$ cat src/hdl/lcdspi_pkg.sv
// ----------------------------------------------------------------------------
// lcdspi_pkg
// Shared types and constants for the three-wire 9-bit LCD serial master.
// ----------------------------------------------------------------------------
package lcdspi_pkg;

    // request kinds carried in the input tuser field
    localparam logic [1:0] MODE_CMD   = 2'd0;
    localparam logic [1:0] MODE_PARAM = 2'd1;
    localparam logic [1:0] MODE_READ  = 2'd2;
    localparam logic [1:0] MODE_RSVD  = 2'd3;

    localparam int unsigned PHASE_W        = 10;
    localparam logic [PHASE_W-1:0] PHASE_RESET = 10'd50;

    // input and output payload widths, padded to whole bytes
    localparam int unsigned S_DATA_W = 16;
    localparam int unsigned M_DATA_W = 16;

    // pin sequencer states
    typedef enum logic [14:0] {
        ST_IDLE  = 15'b000000000000001,
        ST_CSHI  = 15'b000000000000010,
        ST_CLKHI = 15'b000000000000100,
        ST_CSLO  = 15'b000000000001000,
        ST_CLKLO = 15'b000000000010000,
        ST_DC    = 15'b000000000100000,
        ST_DCCLK = 15'b000000001000000,
        ST_BLO   = 15'b000000010000000,
        ST_BDATA = 15'b000000100000000,
        ST_BHI   = 15'b000001000000000,
        ST_DUMLO = 15'b000010000000000,
        ST_DUMHI = 15'b000100000000000,
        ST_RLO   = 15'b001000000000000,
        ST_RHI   = 15'b010000000000000,
        ST_ENDCS = 15'b100000000000000
    } lcdspi_state_t;

    // one tick worth of input
    typedef struct packed {
        logic       start_req;
        logic [1:0] mode;
        logic [7:0] data_byte;
        logic [2:0] read_count;
        logic       sdo_level;
    } lcdspi_tick_t;

    // one tick worth of result
    typedef struct packed {
        logic       cs_pin;
        logic       sclk_pin;
        logic       sdi_pin;
        logic       busy_res;
        logic       read_valid;
        logic [7:0] read_data;
        logic       read_last;
    } lcdspi_result_t;

endpackage

$ cat src/hdl/lcdspi_engine.sv
// ----------------------------------------------------------------------------
// lcdspi_engine
// Pin sequencer state and the per-tick next-state logic of the serial master.
// ----------------------------------------------------------------------------
module lcdspi_engine #(
    parameter int unsigned MAX_READ_BYTES = 4
) (
    input  logic                                 clk,
    input  logic                                 rst_n,
    input  logic                                 cfg_we,
    input  logic [lcdspi_pkg::PHASE_W-1:0]       cfg_wdata,
    input  logic                                 step_en,
    input  lcdspi_pkg::lcdspi_tick_t             tick,
    output lcdspi_pkg::lcdspi_result_t           result
);
    import lcdspi_pkg::*;

    localparam logic [3:0] MAX_BYTES = 4'(MAX_READ_BYTES);

    lcdspi_state_t      state_reg, state_next;
    logic [PHASE_W-1:0] phase_reg;
    logic [PHASE_W-1:0] hold_reg, hold_next, hold_inc;
    logic [2:0]         bit_reg, bit_next;
    logic [2:0]         byte_reg, byte_next;
    logic [1:0]         kind_reg, kind_next;
    logic [7:0]         shift_reg, shift_next;
    logic [2:0]         wanted_reg, wanted_next;
    logic               cs_reg, cs_next;
    logic               sclk_reg, sclk_next;
    logic               sdi_reg, sdi_next;
    logic               rvalid;
    logic [7:0]         rdata;
    logic               rlast;
    logic [3:0]         byte_plus;

    assign hold_inc  = hold_reg + 10'd1;
    assign byte_plus = {1'b0, byte_reg} + 4'd1;

    // next state for one tick
    always_comb
    begin
        state_next  = state_reg;
        hold_next   = hold_reg;
        bit_next    = bit_reg;
        byte_next   = byte_reg;
        kind_next   = kind_reg;
        shift_next  = shift_reg;
        wanted_next = wanted_reg;
        cs_next     = cs_reg;
        sclk_next   = sclk_reg;
        sdi_next    = sdi_reg;
        rvalid      = 1'b0;
        rdata       = '0;
        rlast       = 1'b0;
        if (state_reg != ST_IDLE)
        begin
            hold_next = hold_inc;
            if (hold_inc >= phase_reg)
            begin
                hold_next = '0;
                unique case (state_reg)
                    ST_CSHI:
                    begin
                        state_next = ST_CLKHI;
                        sclk_next  = 1'b1;
                    end
                    ST_CLKHI:
                    begin
                        state_next = ST_CSLO;
                        cs_next    = 1'b0;
                    end
                    ST_CSLO:
                    begin
                        state_next = ST_CLKLO;
                        sclk_next  = 1'b0;
                    end
                    ST_CLKLO:
                    begin
                        state_next = ST_DC;
                        sdi_next   = (kind_reg == MODE_PARAM);
                    end
                    ST_DC:
                    begin
                        state_next = ST_DCCLK;
                        sclk_next  = 1'b1;
                    end
                    ST_DCCLK:
                    begin
                        bit_next   = 3'd7;
                        state_next = ST_BLO;
                        sclk_next  = 1'b0;
                    end
                    ST_BLO:
                    begin
                        state_next = ST_BDATA;
                        sdi_next   = shift_reg[bit_reg];
                    end
                    ST_BDATA:
                    begin
                        state_next = ST_BHI;
                        sclk_next  = 1'b1;
                    end
                    ST_BHI:
                    begin
                        if (bit_reg != 3'd0)
                        begin
                            bit_next   = bit_reg - 3'd1;
                            state_next = ST_BLO;
                            sclk_next  = 1'b0;
                        end
                        else if (kind_reg == MODE_READ && wanted_reg > 3'd1)
                        begin
                            state_next = ST_DUMLO;
                            sclk_next  = 1'b0;
                        end
                        else if (kind_reg == MODE_READ && wanted_reg != 3'd0)
                        begin
                            bit_next   = 3'd7;
                            byte_next  = 3'd0;
                            state_next = ST_RLO;
                            sclk_next  = 1'b0;
                        end
                        else
                        begin
                            state_next = ST_ENDCS;
                            cs_next    = 1'b1;
                        end
                    end
                    ST_DUMLO:
                    begin
                        state_next = ST_DUMHI;
                        sclk_next  = 1'b1;
                    end
                    ST_DUMHI:
                    begin
                        bit_next   = 3'd7;
                        byte_next  = 3'd0;
                        state_next = ST_RLO;
                        sclk_next  = 1'b0;
                    end
                    ST_RLO:
                    begin
                        // sample sdo at the end of the low phase
                        shift_next[bit_reg] = tick.sdo_level;
                        if (bit_reg == 3'd0)
                        begin
                            rvalid = 1'b1;
                            rdata  = shift_next;
                            rlast  = (byte_plus >= {1'b0, wanted_reg});
                        end
                        state_next = ST_RHI;
                        sclk_next  = 1'b1;
                    end
                    ST_RHI:
                    begin
                        if (bit_reg != 3'd0)
                        begin
                            bit_next   = bit_reg - 3'd1;
                            state_next = ST_RLO;
                            sclk_next  = 1'b0;
                        end
                        else if (byte_plus < {1'b0, wanted_reg})
                        begin
                            byte_next  = byte_plus[2:0];
                            bit_next   = 3'd7;
                            state_next = ST_RLO;
                            sclk_next  = 1'b0;
                        end
                        else
                        begin
                            state_next = ST_ENDCS;
                            cs_next    = 1'b1;
                        end
                    end
                    ST_ENDCS:
                    begin
                        if (kind_reg == MODE_READ)
                        begin
                            sdi_next = 1'b0;
                        end
                        state_next = ST_IDLE;
                    end
                    default:
                    begin
                        state_next = ST_IDLE;
                    end
                endcase
            end
        end
        else if (tick.start_req && tick.mode != MODE_RSVD)
        begin
            // new request from idle
            kind_next  = tick.mode;
            shift_next = tick.data_byte;
            bit_next   = 3'd7;
            byte_next  = 3'd0;
            hold_next  = '0;
            if (tick.mode == MODE_READ)
            begin
                if ({1'b0, tick.read_count} > MAX_BYTES)
                    wanted_next = MAX_BYTES[2:0];
                else
                    wanted_next = tick.read_count;
            end
            else
            begin
                wanted_next = 3'd0;
            end
            if (tick.mode == MODE_PARAM)
            begin
                state_next = ST_CSLO;
                cs_next    = 1'b0;
            end
            else
            begin
                state_next = ST_CSHI;
                cs_next    = 1'b1;
            end
        end
    end

    // result of this tick
    always_comb
    begin
        result.cs_pin     = cs_next;
        result.sclk_pin   = sclk_next;
        result.sdi_pin    = sdi_next;
        result.busy_res   = (state_next != ST_IDLE);
        result.read_valid = rvalid;
        result.read_data  = rdata;
        result.read_last  = rlast;
    end

    // phase length register
    always_ff @(posedge clk or negedge rst_n)
    begin
        if (!rst_n)
            phase_reg <= PHASE_RESET;
        else if (cfg_we)
            phase_reg <= cfg_wdata;
    end

    // sequencer state, advanced once per accepted tick
    always_ff @(posedge clk or negedge rst_n)
    begin
        if (!rst_n)
        begin
            state_reg  <= ST_IDLE;
            hold_reg   <= '0;
            bit_reg    <= 3'd7;
            byte_reg   <= 3'd0;
            kind_reg   <= MODE_CMD;
            shift_reg  <= '0;
            wanted_reg <= 3'd0;
            cs_reg     <= 1'b0;
            sclk_reg   <= 1'b0;
            sdi_reg    <= 1'b0;
        end
        else if (step_en)
        begin
            state_reg  <= state_next;
            hold_reg   <= hold_next;
            bit_reg    <= bit_next;
            byte_reg   <= byte_next;
            kind_reg   <= kind_next;
            shift_reg  <= shift_next;
            wanted_reg <= wanted_next;
            cs_reg     <= cs_next;
            sclk_reg   <= sclk_next;
            sdi_reg    <= sdi_next;
        end
    end

endmodule

$ cat src/hdl/lcd_three_wire_spi_master_top.sv
// ----------------------------------------------------------------------------
// lcd_three_wire_spi_master_top
// Tick-driven three-wire 9-bit serial master for an LCD panel controller.
//
// channel  | direction | payload
// ---------+-----------+-------------------------------------------------------
// s_*      | in        | tdata: start_req, data_byte, read_count, sdo_level
//          |           | tuser: mode
// m_*      | out       | tdata: cs, sclk, sdi, busy, read_data
//          |           | tuser: read_valid, tlast: read_last
// cfg_*    | in        | phase_ticks, written when cfg_we is high
//
// Each input transaction is one tick of the sequencer: one result per tick,
// one tick accepted every cycle unless stalled; results are registered.
// The pin sequencer state and next-state logic form the only path, from the
// state registers through the engine into the output register.
// Input is stalled only while the output register is full and not taken.
// Reset clears the sequencer to idle with all pins low and phase_ticks 50.
// ----------------------------------------------------------------------------
module lcd_three_wire_spi_master_top #(
    parameter int unsigned MAX_READ_BYTES = 4
) (
    input  logic                                 clk,
    input  logic                                 rst_n,
    input  logic                                 cfg_we,
    input  logic [lcdspi_pkg::PHASE_W-1:0]       cfg_wdata,
    input  logic                                 s_tvalid,
    output logic                                 s_tready,
    // [0] start_req, [8:1] data_byte, [11:9] read_count, [12] sdo_level
    input  logic [lcdspi_pkg::S_DATA_W-1:0]      s_tdata,
    // [1:0] mode
    input  logic [1:0]                           s_tuser,
    output logic                                 m_tvalid,
    input  logic                                 m_tready,
    // [0] cs_pin, [1] sclk_pin, [2] sdi_pin, [3] busy_res, [11:4] read_data
    output logic [lcdspi_pkg::M_DATA_W-1:0]      m_tdata,
    // [0] read_valid
    output logic                                 m_tuser,
    output logic                                 m_tlast
);
    import lcdspi_pkg::*;

    lcdspi_tick_t   tick;
    lcdspi_result_t result;
    logic           accept;
    logic           m_valid_reg;
    lcdspi_result_t m_result_reg;

    // unpack the input transaction
    always_comb
    begin
        tick.start_req  = s_tdata[0];
        tick.data_byte  = s_tdata[8:1];
        tick.read_count = s_tdata[11:9];
        tick.sdo_level  = s_tdata[12];
        tick.mode       = s_tuser;
    end

    assign s_tready = !m_valid_reg || m_tready;
    assign accept   = s_tvalid && s_tready;

    lcdspi_engine #(
        .MAX_READ_BYTES (MAX_READ_BYTES)
    ) u_engine (
        .clk       (clk),
        .rst_n     (rst_n),
        .cfg_we    (cfg_we),
        .cfg_wdata (cfg_wdata),
        .step_en   (accept),
        .tick      (tick),
        .result    (result)
    );

    // output register valid
    always_ff @(posedge clk or negedge rst_n)
    begin
        if (!rst_n)
            m_valid_reg <= 1'b0;
        else if (s_tready)
            m_valid_reg <= s_tvalid;
    end

    // output register payload
    always_ff @(posedge clk)
    begin
        if (accept)
            m_result_reg <= result;
    end

    // pack the output transaction
    assign m_tvalid = m_valid_reg;
    assign m_tdata  = {4'd0, m_result_reg.read_data, m_result_reg.busy_res,
                       m_result_reg.sdi_pin, m_result_reg.sclk_pin,
                       m_result_reg.cs_pin};
    assign m_tuser  = m_result_reg.read_valid;
    assign m_tlast  = m_result_reg.read_last;

    // a completed read byte always arrives inside a busy request
    a_read_busy: assert property (@(posedge clk) disable iff (!rst_n)
        m_tvalid && m_tuser |-> m_tdata[3])
        else $error("read byte reported while not busy");

    // no read data or last mark without a read byte
    a_read_quiet: assert property (@(posedge clk) disable iff (!rst_n)
        m_tvalid && !m_tuser |-> (m_tdata[11:4] == 8'd0) && !m_tlast)
        else $error("read fields set without a read byte");

    // an empty output register never stalls the input
    a_ready_empty: assert property (@(posedge clk) disable iff (!rst_n)
        !m_tvalid |-> s_tready)
        else $error("input stalled with empty output register");

endmodule

$ cat config.mk
export PLATFORM = sky130hd
export DESIGN_NAME = lcd_three_wire_spi_master_top
export DESIGN_NICKNAME = d
export VERILOG_FILES = /design/src/hdl/lcdspi_pkg.sv /design/src/hdl/lcdspi_engine.sv /design/src/hdl/lcd_three_wire_spi_master_top.sv
export SDC_FILE = /design/constraint.sdc
export NUM_CORES = 1
export LEC_CHECK = 0
export BUFFER_PORTS_ARGS = -buffer_cell sky130_fd_sc_hd__buf_2
export CAP_MARGIN = 20
export CORE_MARGIN = 1
export CORE_UTILIZATION = 55
export DETAILED_ROUTE_END_ITERATION = 7
export PLACE_DENSITY = 0.88
export SLEW_MARGIN = 10
export SYNTH_ARGS = -nofsm -noshare
export SYNTH_HDL_FRONTEND = slang
export SYNTH_SLANG_ARGS = --single-unit
$ cat constraint.sdc
create_clock -name clk -period 4.75 [get_ports clk]
set_clock_uncertainty 0.15 [all_clocks]
set_input_delay 1.1875 -clock clk [delete_from_list [all_inputs] [get_ports clk]]
set_output_delay 1.1875 -clock clk [all_outputs]
set_load 0.03 [all_outputs]
==> run metrics <==
DR WL/cell 17.5 um; Slew @ Worst Pin slightly above 0.8 ns; Distinct cells, synth 69; Max-Cap Viols 0; status finished clean; crit end category flip-flop; TritonCTS clock tree built; Startpoint Class flip-flop; pin count of the biggest net entering global routing 31; Residual DRC 0; fillers 612; Reg2Reg Depth 13; initial core utilization 0.575; GPL Wtd Cong around 0.95; count of nets after finishing 560; clk sink count 72; Synth area leaders dfrtp_1 28%, edfxtp_1 9.4%, ha_1 4.7%, o21ai_0 4.7%, dfstp_2 4.1%; Detailed Route WL 10,800 um; cts repair resizes 0; Critical Path AT 3.78 ns; Detailed Route Iter0 Violations slightly above 300; Area growth, synth to finish 9.58%; count leader, synth dfrtp_1; Post-synth EDFFs 14; Largest register FFs 15; first-pass GRT wire length between 15,000 and 20,000 um; share of layout cells above drive strength 1 0.194; slew margin rel. 0.450; Fin. Hold Viols 0; Hold WC Path Type flip-flop to flip-flop; die height slightly above 90 um; hold buffer count at CTS 0; async set-reset flop share out of synthesis 0.806; crit path from u_engine.hold_reg[0]; FF-to-FF Start u_engine.hold_reg[0]; FF-to-FF End u_engine.state_reg[7]; power per cell area around 380 mW/mm^2; Pre-antenna DRT Iters 5; Remaining Overflow, GRT 0; Synth Flop Type dfrtp_1; ANT cells 0; Tmin final around 3.7 ns; Seq cells post-synth 72; period utilisation layout 0.777; Die Width 92.4 um; Via Count 3,940; final setup vio count 0; CP Class flip-flop to flip-flop; via-per-instance ratio between 6 and 7; Routed Antenna Nets 0; Yosys warnings 0; initial antenna violation count 0; hold path cells 2; detailed-placement wirelength estimate between 7000 and 8000 um; CTS Root Buffer Type clkbuf_8; Setup TNS 0 ns; Worst Hold Margin around 0.36 ns; Max clock buf depth 2; Syn Inst Count 479; Max Clk Rate roughly 270 MHz; CTS clk-pin slew, worst paths around 0.09 ns; vias in the first global route about 3,700; leakage 2.05 nW; number of port buffers between 40 and 50; CP required 4.84 ns; postcts setup bufs 0; hold path start u_engine.phase_reg[1]; Synth top area share 0.284; register area share after synthesis 0.419; Hold Path End u_engine.phase_reg[1]; mapped cell area 0.00449 sq mm; Worst VDD drop about 220 uV; die area 0.00853 sq mm; Synth top cells by count 51 x dfrtp_1, 44 x nand2_1, 42 x o21ai_0, 31 x nor2_1, 20 x inv_1; FP Rows 32; RSZ-0062 raised after global routing false; R2R Setup Slk 1.06 ns; Max Slew Vio Count 0; htree depth 3; later-pin clock latency in the skew report around 0.36 ns; core area between 0.007 and 0.008 sq mm; GRT Util Overall 0.265; Synth area leader dfrtp_1; CTS Buf Count 9; syn avg cell area 9.38 sq um; Ports 53; critical path fanouts, max 22
==> cell families (layout without fill, tap and decap cells) <==
group | Yosys count | after routing | synth area share
simple gates | 182 | 182 | 0.221
compound gates | 121 | 121 | 0.179
flops | 72 | 72 | 0.419
buf+inv | 54 | 87 | 0.0562
mux | 20 | 20 | 0.0532
fa+ha+maj | 17 | 17 | 0.0473
xor+xnor | 12 | 12 | 0.0234
other cells | 1 | 4 | 0.000835
==> final cells by class <==
cell class | count | area (sq um) | share of cell area
Timing Repair Buffer | 51 | 270 | 0.0549
Multi-Input combinational cell | 356 | 2380 | 0.483
Sequential cell | 72 | 1880 | 0.382
Inverter | 20 | 75.1 | 0.0152
Clock inverter | 7 | 70.1 | 0.0142
Tap cell | 102 | 128 | 0.0259
Clock buffer | 9 | 124 | 0.0252
==> critical path, cell delays in order (launching register included) <==
cell      delay [ns]
dfrtp_1         0.45
nand3_1         0.11
nor2_1          0.26
nand3_1         0.22
nor2_1          0.20
xor2_1          0.22
ha_1            0.30
a21oi_1         0.14
o21ai_0         0.12
a211oi_2        0.38
buf_4           0.34
nand2b_1        0.32
nand2b_4        0.24
o21ai_0         0.11
==> worst max path at each step <==
stage / to / slack, ns / cells after the start
detailed placement: m_tdata[4] / 1.15 / 12
global route: u_engine.state_reg[14] / 0.81 / 13
floorplan: m_tdata[10] / 1.54 / 13
global placement: m_tlast / 1.25 / 12
CTS: u_engine.state_reg[9] / 1.10 / 13
finish: u_engine.state_reg[7] / 1.06 / 13
==> cell usage in the layout, fill, tap and decap left out, types with 4 or more instances in the layout <==
cell type  count
dfrtp_1       51
buf_2         45
nand2_1       44
o21ai_0       42
nor2_1        31
inv_1         20
nor3_1        17
ha_1          17
a21oi_1       16
nand3_1       15
edfxtp_1      14
nor4_1        11
mux2i_1       10
clkbuf_8       9
nand2b_1       8
or3_1          8
o31ai_1        8
xnor2_1        7
nand4_1        7
a211oi_1       7
nor4b_1        7
dfstp_2        7
mux2_2         6
a32o_1         6
buf_4          6
xor2_1         5
nor2b_1        5
a22oi_1        5
a31oi_1        5
nand3b_1       5
or4_1          4
and2_1         4
o21a_1         4
conb_1         4
==> stage by stage <==
stage	util	total power (W)	std cells	cell area [sq um]	worst slack (ns)
3_5_place_dp	0.606	0.00138	601	4730	1.15
6_report	0.631	0.00189	617	4920	1.06
2_1_floorplan	-	0.00125	482	4500	1.54
5_1_grt	0.631	0.00198	617	4920	0.806
4_1_cts	0.631	0.00188	617	4920	1.10
3_3_place_gp	0.606	0.00135	601	4730	1.25
==> power breakdown <==
group	switching, W	internal, W	total [W]
sequential	0.000123	0.000726	0.000850
combinational	0.000320	0.000221	0.000540
clock	0.000255	0.000241	0.000497
==> per-layer routing <==
layer / wire length (um) / global-route usage / vias up / share of wire
met1: 4480 / 0.334 / 1911 / 0.42
met5: 0 / 0 / - / 0
met4: 190 / 0.0768 / 0 / 0.018
met2: 5350 / 0.451 / 186 / 0.50
li1: - / - / 1820 / -
met3: 762 / 0.0665 / 23 / 0.071
No activity file was read; power rests on OpenSTA's default activity.
